## src/rtl/assert_macros.svh

```systemverilog
// ----------------------------------------------------------------------------
// assert_macros.svh
// Assertion shorthands shared by the marquee scroller RTL.
// ----------------------------------------------------------------------------
`ifndef ASSERT_MACROS_SVH
`define ASSERT_MACROS_SVH

// Property that must hold on every clock edge out of reset.
`define MLS_ASSERT(lbl, clk, rst_n, prop, msg) \
    lbl: assert property (@(posedge clk) disable iff (!rst_n) (prop)) else $error(msg);

// Consequent that must hold in the cycle after the antecedent.
`define MLS_ASSERT_NEXT(lbl, clk, rst_n, ante, cons, msg) \
    lbl: assert property (@(posedge clk) disable iff (!rst_n) (ante) |=> (cons)) \
        else $error(msg);

`endif

```

## src/rtl/mls_pkg.sv

```systemverilog
// ----------------------------------------------------------------------------
// mls_pkg
// Types and codes for the marquee label scroller.
// ----------------------------------------------------------------------------
package mls_pkg;

    localparam int TEXT_W     = 13;
    localparam int X_W        = 15;
    localparam int DW_W       = 12;
    localparam int PAD_W      = 10;
    localparam int PAUSE_W    = 10;
    localparam int STEP_W     = 6;
    localparam int CFG_IDX_W  = 3;
    localparam int CFG_DATA_W = 12;

    // return move: distance / 8, at least 4 pixels
    localparam int RET_SHIFT    = 3;
    localparam int RET_MIN_STEP = 4;

    // operation codes
    localparam logic [1:0] OP_TICK  = 2'd0;
    localparam logic [1:0] OP_LOAD  = 2'd1;
    localparam logic [1:0] OP_CLEAR = 2'd2;

    // label phases
    localparam logic [2:0] PH_EMPTY      = 3'd0;
    localparam logic [2:0] PH_NEW        = 3'd1;
    localparam logic [2:0] PH_FIXED      = 3'd2;
    localparam logic [2:0] PH_WAIT_LEFT  = 3'd3;
    localparam logic [2:0] PH_SCROLL     = 3'd4;
    localparam logic [2:0] PH_WAIT_RIGHT = 3'd5;
    localparam logic [2:0] PH_RETURN     = 3'd6;

    // configuration register indexes
    localparam logic [CFG_IDX_W-1:0] CFG_SCREEN_PX   = 3'd0;
    localparam logic [CFG_IDX_W-1:0] CFG_PADDING     = 3'd1;
    localparam logic [CFG_IDX_W-1:0] CFG_FIRST_PAUSE = 3'd2;
    localparam logic [CFG_IDX_W-1:0] CFG_END_PAUSE   = 3'd3;
    localparam logic [CFG_IDX_W-1:0] CFG_SCROLL_STEP = 3'd4;

    // configuration reset values
    localparam logic [DW_W-1:0]    RST_SCREEN_PX   = 12'd240;
    localparam logic [PAD_W-1:0]   RST_PADDING     = 10'd25;
    localparam logic [PAUSE_W-1:0] RST_FIRST_PAUSE = 10'd30;
    localparam logic [PAUSE_W-1:0] RST_END_PAUSE   = 10'd60;
    localparam logic [STEP_W-1:0]  RST_SCROLL_STEP = 6'd2;

    typedef struct packed {
        logic [1:0]        op;
        logic [TEXT_W-1:0] text_px;
    } t_in_item;

    typedef struct packed {
        logic signed [X_W-1:0] x_pos;
        logic                  draw;
        logic                  scrolling;
    } t_out_item;

    typedef struct packed {
        logic [DW_W-1:0]    screen_px;
        logic [PAD_W-1:0]   padding;
        logic [PAUSE_W-1:0] first_pause;
        logic [PAUSE_W-1:0] end_pause;
        logic [STEP_W-1:0]  scroll_step;
    } t_cfg;

endpackage

```

## src/rtl/mls_engine.sv

```systemverilog
// ----------------------------------------------------------------------------
// mls_engine
// Label state and the per-item update: placement, waits, scroll and return.
// ----------------------------------------------------------------------------
`include "assert_macros.svh"

module mls_engine #(
    parameter int WIDTH_BITS = 13
) (
    input  logic                i_clk,
    input  logic                i_rst_n,
    input  logic                i_fire,
    input  mls_pkg::t_in_item   i_item,
    input  mls_pkg::t_cfg       i_cfg,
    output mls_pkg::t_out_item  o_result
);

    // position width: room for display - label - padding minus one step
    localparam int XW = (WIDTH_BITS > 10) ? WIDTH_BITS + 6 : 16;

    logic [2:0]                          r_phase, n_phase;
    logic [WIDTH_BITS-1:0]               r_label_width, n_label_width;
    logic signed [XW-1:0]                r_cur_x, n_cur_x;
    logic signed [XW-1:0]                r_home_x, n_home_x;
    logic signed [XW-1:0]                r_far_x, n_far_x;
    logic [mls_pkg::PAUSE_W-1:0]         r_wait_count, n_wait_count;

    logic [WIDTH_BITS+mls_pkg::TEXT_W-1:0] text_ext;
    logic signed [XW-1:0] dw_s, pad_s, w_s, step_s, min_step_s;
    logic signed [XW-1:0] centre, start_x, scroll_x, ret_dist, ret_delta, ret_x;
    logic                 draw;
    logic                 load_fire, at_new, in_scroll, x_bounded;

    assign text_ext   = {{WIDTH_BITS{1'b0}}, i_item.text_px};
    assign dw_s       = signed'(XW'(i_cfg.screen_px));
    assign pad_s      = signed'(XW'(i_cfg.padding));
    assign w_s        = signed'(XW'(r_label_width));
    assign step_s     = signed'(XW'(i_cfg.scroll_step));
    assign min_step_s = signed'(XW'(mls_pkg::RET_MIN_STEP));

    assign centre   = (dw_s >= w_s) ? ((dw_s - w_s) >>> 1) : '0;
    assign start_x  = (centre > pad_s) ? centre : pad_s;
    assign scroll_x = r_cur_x - step_s;

    always_comb begin
        ret_dist = r_cur_x - r_home_x;
        if (ret_dist < 0) begin
            ret_dist = -ret_dist;
        end
        ret_delta = ret_dist >>> mls_pkg::RET_SHIFT;
        if (ret_delta < min_step_s) begin
            ret_delta = min_step_s;
        end
        ret_x = r_cur_x + ret_delta;
    end

    always_comb begin
        n_phase       = r_phase;
        n_label_width = r_label_width;
        n_cur_x       = r_cur_x;
        n_home_x      = r_home_x;
        n_far_x       = r_far_x;
        n_wait_count  = r_wait_count;
        draw          = 1'b0;
        unique case (i_item.op)
            mls_pkg::OP_TICK: begin
                unique case (r_phase) inside
                    mls_pkg::PH_NEW: begin
                        n_home_x = start_x;
                        n_cur_x  = start_x;
                        draw     = 1'b1;
                        if (w_s > dw_s - (pad_s <<< 1)) begin
                            n_far_x      = dw_s - w_s - pad_s;
                            n_phase      = mls_pkg::PH_WAIT_LEFT;
                            n_wait_count = i_cfg.first_pause;
                        end else begin
                            n_phase = mls_pkg::PH_FIXED;
                        end
                    end
                    mls_pkg::PH_WAIT_LEFT, mls_pkg::PH_WAIT_RIGHT: begin
                        if (r_wait_count != '0) begin
                            n_wait_count = r_wait_count - 1'b1;
                        end else if (r_phase == mls_pkg::PH_WAIT_LEFT) begin
                            n_phase = mls_pkg::PH_SCROLL;
                        end else begin
                            n_phase = mls_pkg::PH_RETURN;
                        end
                    end
                    mls_pkg::PH_SCROLL: begin
                        draw = 1'b1;
                        if (scroll_x <= r_far_x) begin
                            n_cur_x      = r_far_x;
                            n_phase      = mls_pkg::PH_WAIT_RIGHT;
                            n_wait_count = i_cfg.end_pause;
                        end else begin
                            n_cur_x = scroll_x;
                        end
                    end
                    mls_pkg::PH_RETURN: begin
                        draw = 1'b1;
                        if (ret_x >= r_home_x) begin
                            n_cur_x      = r_home_x;
                            n_phase      = mls_pkg::PH_WAIT_LEFT;
                            n_wait_count = i_cfg.end_pause;
                        end else begin
                            n_cur_x = ret_x;
                        end
                    end
                    default: begin
                    end
                endcase
            end
            mls_pkg::OP_LOAD: begin
                n_label_width = text_ext[WIDTH_BITS-1:0];
                n_phase       = mls_pkg::PH_NEW;
                n_wait_count  = '0;
            end
            mls_pkg::OP_CLEAR: begin
                n_phase = mls_pkg::PH_EMPTY;
            end
            default: begin
            end
        endcase
    end

    // result reflects the state left by this item
    always_comb begin
        o_result.x_pos     = (n_phase == mls_pkg::PH_EMPTY) ? '0 : n_cur_x[mls_pkg::X_W-1:0];
        o_result.draw      = draw;
        o_result.scrolling = (n_phase >= mls_pkg::PH_WAIT_LEFT) &&
                             (n_phase <= mls_pkg::PH_RETURN);
    end

    always_ff @(posedge i_clk) begin
        if (!i_rst_n) begin
            r_phase       <= mls_pkg::PH_EMPTY;
            r_label_width <= '0;
            r_cur_x       <= '0;
            r_home_x      <= '0;
            r_far_x       <= '0;
            r_wait_count  <= '0;
        end else if (i_fire) begin
            r_phase       <= n_phase;
            r_label_width <= n_label_width;
            r_cur_x       <= n_cur_x;
            r_home_x      <= n_home_x;
            r_far_x       <= n_far_x;
            r_wait_count  <= n_wait_count;
        end
    end

    assign load_fire = i_fire && (i_item.op == mls_pkg::OP_LOAD);
    assign at_new    = (r_phase == mls_pkg::PH_NEW);
    assign in_scroll = (r_phase >= mls_pkg::PH_WAIT_LEFT) && (r_phase <= mls_pkg::PH_RETURN);
    assign x_bounded = (r_cur_x <= r_home_x) && (r_cur_x >= r_far_x);

    `MLS_ASSERT_NEXT(a_load_restarts, i_clk, i_rst_n, load_fire, at_new, "load ignored")
    `MLS_ASSERT(a_x_in_range, i_clk, i_rst_n, !in_scroll || x_bounded, "x out of range")

endmodule

```

## src/rtl/marquee_label_scroller.sv

```systemverilog
// ----------------------------------------------------------------------------
// marquee_label_scroller
// Horizontal marquee control for one text label.
//
// Input channel (i_in_valid / o_in_stall, i_in_data): one transfer per op:
// tick, load label width, or clear. Every transfer yields one result on the
// output channel (o_out_valid / i_out_stall, o_out_data): x position, redraw
// flag and scrolling flag. Registers are written on the cfg channel
// (i_cfg_valid / o_cfg_ready), which is always ready; write them while idle.
// Each item passes through the input register, then the label state update
// into the result register. Throughput is one item per cycle while i_out_stall
// stays low, bounded by the state update loop.
// Reset loads the register defaults and leaves no label shown.
// While i_out_stall holds a waiting result, the input register still takes
// one more item; after that o_in_stall rises until the result moves on.
// ----------------------------------------------------------------------------
`include "assert_macros.svh"

module marquee_label_scroller #(
    parameter int WIDTH_BITS = 13
) (
    input  logic                               i_clk,
    input  logic                               i_rst_n,
    input  logic                               i_in_valid,
    output logic                               o_in_stall,
    input  mls_pkg::t_in_item                  i_in_data,
    output logic                               o_out_valid,
    input  logic                               i_out_stall,
    output mls_pkg::t_out_item                 o_out_data,
    input  logic                               i_cfg_valid,
    output logic                               o_cfg_ready,
    input  logic [mls_pkg::CFG_IDX_W-1:0]      i_cfg_index,
    input  logic [mls_pkg::CFG_DATA_W-1:0]     i_cfg_data
);

    logic               r_in_valid;
    mls_pkg::t_in_item  r_in_data;
    logic               r_out_valid;
    mls_pkg::t_out_item r_out_data;
    mls_pkg::t_cfg      r_cfg;
    mls_pkg::t_out_item result;
    logic               out_free;
    logic               out_held;
    logic               fire;

    assign out_free    = !r_out_valid || !i_out_stall;
    assign out_held    = r_out_valid && i_out_stall;
    assign fire        = r_in_valid && out_free;
    assign o_in_stall  = r_in_valid && !out_free;
    assign o_out_valid = r_out_valid;
    assign o_out_data  = r_out_data;
    assign o_cfg_ready = 1'b1;

    always_ff @(posedge i_clk) begin
        if (!i_rst_n) begin
            r_cfg.screen_px   <= mls_pkg::RST_SCREEN_PX;
            r_cfg.padding     <= mls_pkg::RST_PADDING;
            r_cfg.first_pause <= mls_pkg::RST_FIRST_PAUSE;
            r_cfg.end_pause   <= mls_pkg::RST_END_PAUSE;
            r_cfg.scroll_step <= mls_pkg::RST_SCROLL_STEP;
        end else if (i_cfg_valid && o_cfg_ready) begin
            unique case (i_cfg_index)
                mls_pkg::CFG_SCREEN_PX:
                    r_cfg.screen_px <= i_cfg_data[mls_pkg::DW_W-1:0];
                mls_pkg::CFG_PADDING:
                    r_cfg.padding <= i_cfg_data[mls_pkg::PAD_W-1:0];
                mls_pkg::CFG_FIRST_PAUSE:
                    r_cfg.first_pause <= i_cfg_data[mls_pkg::PAUSE_W-1:0];
                mls_pkg::CFG_END_PAUSE:
                    r_cfg.end_pause <= i_cfg_data[mls_pkg::PAUSE_W-1:0];
                mls_pkg::CFG_SCROLL_STEP:
                    r_cfg.scroll_step <= i_cfg_data[mls_pkg::STEP_W-1:0];
                default: begin
                end
            endcase
        end
    end

    // input register: take a new transfer whenever it is empty or draining
    always_ff @(posedge i_clk) begin
        if (!i_rst_n) begin
            r_in_valid <= 1'b0;
        end else if (!o_in_stall) begin
            r_in_valid <= i_in_valid;
        end
    end

    always_ff @(posedge i_clk) begin
        if (!o_in_stall && i_in_valid) begin
            r_in_data <= i_in_data;
        end
    end

    mls_engine #(
        .WIDTH_BITS (WIDTH_BITS)
    ) u_engine (
        .i_clk    (i_clk),
        .i_rst_n  (i_rst_n),
        .i_fire   (fire),
        .i_item   (r_in_data),
        .i_cfg    (r_cfg),
        .o_result (result)
    );

    always_ff @(posedge i_clk) begin
        if (!i_rst_n) begin
            r_out_valid <= 1'b0;
        end else if (out_free) begin
            r_out_valid <= r_in_valid;
        end
    end

    always_ff @(posedge i_clk) begin
        if (fire) begin
            r_out_data <= result;
        end
    end

    `MLS_ASSERT(a_stall_only_when_full, i_clk, i_rst_n, !o_in_stall || out_held, "stall with room")
    `MLS_ASSERT_NEXT(a_fire_fills_output, i_clk, i_rst_n, fire, r_out_valid, "no result for item")

endmodule

```

## config.mk

```make
export PLATFORM = sky130hd
export DESIGN_NAME = marquee_label_scroller
export DESIGN_NICKNAME = d
export VERILOG_FILES = /design/src/rtl/mls_pkg.sv /design/src/rtl/mls_engine.sv /design/src/rtl/marquee_label_scroller.sv
export VERILOG_INCLUDE_DIRS = /design/src /design/src/rtl
export SDC_FILE = /design/constraint.sdc
export NUM_CORES = 1
export LEC_CHECK = 0
export ABC_AREA = 1
export BUFFER_PORTS_ARGS = -buffer_cell sky130_fd_sc_hd__buf_2
export CAP_MARGIN = 10
export CORE_UTILIZATION = 40
export DETAILED_ROUTE_END_ITERATION = 10
export GPL_TIMING_DRIVEN = 0
export HOLD_SLACK_MARGIN = 0.03
export SYNTH_ARGS = -nofsm -noshare
export SYNTH_HDL_FRONTEND = slang
export SYNTH_SLANG_ARGS = --single-unit
```

## constraint.sdc

```tcl
create_clock -name i_clk -period 18.05 [get_ports i_clk]
set_input_delay 0.9025 -clock i_clk [delete_from_list [all_inputs] [get_ports i_clk]]
set_output_delay 0.9025 -clock i_clk [all_outputs]
set_load 0.005 [all_outputs]
```

==> summary.txt <==
Run status
  • Outcome: finished, final reports clean

Finish
  • Final non-filler cell total: 2660
  • Fill cells: 3505
  • Antenna cells: 0
  • Share of cells above drive strength 1: 0.0787
  • Fin nets: 2377
  • Final instance area: 15300 um^2
  • Area Overhead vs Synth: 10.4%

Routing
  • Met3 routed WL: 2.01 mm
  • Pre-Repair DR Iteration Count: 7
  • Detailed Route Iter0 Violations: 1090
  • DR top layer: met4
  • Routed WL: 44.2 mm
  • Via density: 5.30
  • Post-DR wirelength/cell: 16.6 um
  • Metal-1 WL: 19.3 mm
  • Routed Antenna Nets: 0
  • Vias: 14100
  • Drt drc: 0
  • Met2 Routed Length: 21.2 mm

Logic synthesis
  • Netlist Area Pre-Place: 13900 um^2
  • Synth async-reset ratio: 0
  • Synthesized flop and latch total: 159
  • Post-synthesis adder-cell area fraction: 0.132
  • Post-synth top area share: 0.183
  • Number of synthesis warnings: 0
  • Top cell type by total area after synthesis: dfxtp_1
  • Syn_area_per_cell: 6.52 um^2
  • Largest family of logic cells by synthesized area: simple AND/OR/NAND/NOR gates
  • Compound-Gate Fraction of Synth Area: 0.151
  • Main synth FF type: dfxtp_1
  • Net Count, Synth: 2304
  • Post-synthesis sequential area ratio: 0.253
  • Synth Instances: 2126
  • Most frequent cell after synthesis: nand2_1
  • Top cells by area, synth: dfxtp_1 (18%), nand2_1 (14%), ha_1 (12%)
  • Mux cell area share after synthesis: 0
  • Post-synthesis xor/xnor area fraction: 0.0380
  • Post-synth EDFFs: 32
  • Library cells used by synthesis: 52
  • Simple-Gate Fraction of Synth Area: 0.318
  • Most common library cells after synthesis: nand2_1 (511), inv_1 (317), a21oi_1 (196), nor2_1 (189), nand3_1 (145)

Worst setup path
  • Most frequent CP cell: nand2_1
  • Setup Crit Path Kind: flop to flop
  • Worst setup SP type: flop
  • Setup crit end kind: flop
  • Highest fanout seen on the critical path: 10
  • CP max stage cell: fa_1
  • WP data required: 18220 ps
  • CP peak stage delay: 460 ps
  • Critical Path AT: 8010 ps

Pwr
  • Internal cell power: 0.791 mW
  • Gate power share: 0.442
  • Leak Pwr: 7.81 nW
  • Share of power burned in registers: 0.283
  • Clock network power share: 0.275
  • PwrDens: 88.5 nW/um^2
  • Psw: 0.562 mW
  • Peak VDD IR: 78.1 uV
  • Sw Share: 0.416

STA
  • Setup TNS: 0 ps
  • Min Tclk post-route: 7830 ps
  • Final slew viol count: 0
  • Final worst setup slack: 10220 ps
  • Slew headroom: 0.444
  • Tightest Pin Transition: 831 ps
  • Final setup fails: 0
  • Fmax: 128 MHz
  • Final worst-path cycle share: 0.434
  • Setup Skew: 12.2 ps
  • RSZ-0062 raised after global routing: no
  • Endpoints failing hold: 0

Clock network
  • Clock sink count: 159
  • Clock Latency Late Sink: 440 ps
  • Post-CTS setup buffer count: 0
  • Post-CTS Resized: 0
  • CTS tree: built
  • Clk pin slew, worst setup/hold paths: 70 ps
  • CTS Buffer Depth: 2
  • Num CTS Buffers: 17
  • CTS H-tree lvls: 4
  • Hold_buf cts: 0
  • CTS Root Buffer Type: clkbuf_16

Floorplanning
  • Initial Util: 0.410
  • IO Count: 55
  • Core Area: 33800 um^2
  • Die ar.: 35400 um^2
  • DIE WIDTH: 188 um
  • # rows: 67
  • Die Y: 188 um

Place
  • # placed instances: 2627
  • Pre-CTS setup slack: 10290 ps
  • Placed Instance Area: 14700 um^2
  • HPWL Detailed: 36.1 mm
  • Number of I/O port buffers: 53
  • Placer Congestion: 0.953

Job
  • Max-cap violations: 0

Global routing
  • First-pass GRT wire length: 69.4 mm
  • Largest net degree at the start of global routing: 23
  • Initial antenna violation count: 0
  • Gr ovfl total: 0
  • Total track usage: 0.251
  • Vias in the first global route: 13300

Hold path
  • Hold Path Class: flop to flop
==> layout make-up <==
type	count	area (um^2)	share of cell area
Buffer	49	221	0.0145
Clock buffer	21	470	0.0308
Clock inverter	11	128	0.00834
Inverter	335	1260	0.0822
Multi-Input combinational cell	1583	8880	0.580
Sequential cell	159	3500	0.229
Tap cell	448	561	0.0366
Timing Repair Buffer	54	280	0.0183
==> logic make-up (layout without fill, tap and decap cells) <==
family | after synthesis | after routing
compound gates | 385 | 385
buf+inv | 384 | 470
xor+xnor | 58 | 58
other cells | 1 | 1
fa+ha+maj | 143 | 143
simple gates | 996 | 996
flops | 159 | 159
==> state kept, by name, indices dropped and copies added (netlist names) <==
register and flops:
o_out_data 17, u_engine.r_wait_count 10, r_in_valid 1, u_engine.r_far_x 19
u_engine.r_cur_x 19, o_out_valid 1, u_engine.r_home_x 13, r_cfg 48
u_engine.r_phase 3, r_in_data 15, u_engine.r_label_width 13
==> worst max-delay path: cells and delay by family, from the launching register on <==
kind,cells,cell delay [ps]
flops,1,450
fa+ha+maj,5,1680
buf+inv,8,1400
simple gates,29,3750
compound gates,2,290
==> power by group through the flow <==
stage | logic, mW | registers [mW] | clock network, mW
after floorplan | 0.451 | 0.387 | 0
after global placement | 0.582 | 0.391 | 0
after detailed placement | 0.588 | 0.391 | 0
after CTS | 0.592 | 0.383 | 0.377
after global routing | 0.677 | 0.384 | 0.392
final | 0.598 | 0.383 | 0.372
==> final timing paths <==
kind                                           from                                end  slack [ps]  depth (start not counted)
setup / recovery   u_engine.r_cur_x[0]$_SDFFE_PN0P_        o_out_data[5]$_SDFFCE_PN0P_       10220                         44
hold / removal    u_engine.r_far_x[13]$_SDFFE_PN0P_  u_engine.r_far_x[13]$_SDFFE_PN0P_         470                          2
setup reg to reg   u_engine.r_cur_x[0]$_SDFFE_PN0P_        o_out_data[5]$_SDFFCE_PN0P_       10220                         44
hold reg to reg   u_engine.r_far_x[13]$_SDFFE_PN0P_  u_engine.r_far_x[13]$_SDFFE_PN0P_         470                          2
==> metal layers <==
layer	vias up	global-route usage
met3	99	0.0296
met4	0	0.104
li1	7157	-
met2	394	0.441
met1	6451	0.309
met5	-	0
==> layout by cell type (no fill, tap or decap), drive strengths merged, types with 6 or more instances in the layout <==
| master | n |
|---|---|
| o21bai | 14 |
| nor3 | 16 |
| nor2 | 207 |
| ha | 137 |
| inv | 340 |
| nand3 | 154 |
| or2 | 9 |
| nand2 | 525 |
| o211ai | 21 |
| a31oi | 7 |
| a21oi | 196 |
| o21ai | 123 |
| nand4 | 63 |
| fa | 6 |
| edfxtp | 32 |
| xor2 | 51 |
| dfxtp | 127 |
| clkbuf | 50 |
| nor4 | 8 |
| buf | 74 |
| xnor2 | 7 |
| a21o | 6 |
| nand3b | 11 |
==> per-stage QoR <==
| stage | util | hold WS [ps] | total power, mW |
|---|---|---|---|
| detailed placement | 0.435 | 457 | 0.979 |
| global placement | 0.435 | 458 | 0.973 |
| floorplan | - | 429 | 0.838 |
| finish | 0.453 | 467 | 1.35 |
| global route | 0.453 | 494 | 1.45 |
| CTS | 0.452 | 467 | 1.35 |
No activity file was read; power rests on OpenSTA's default activity.
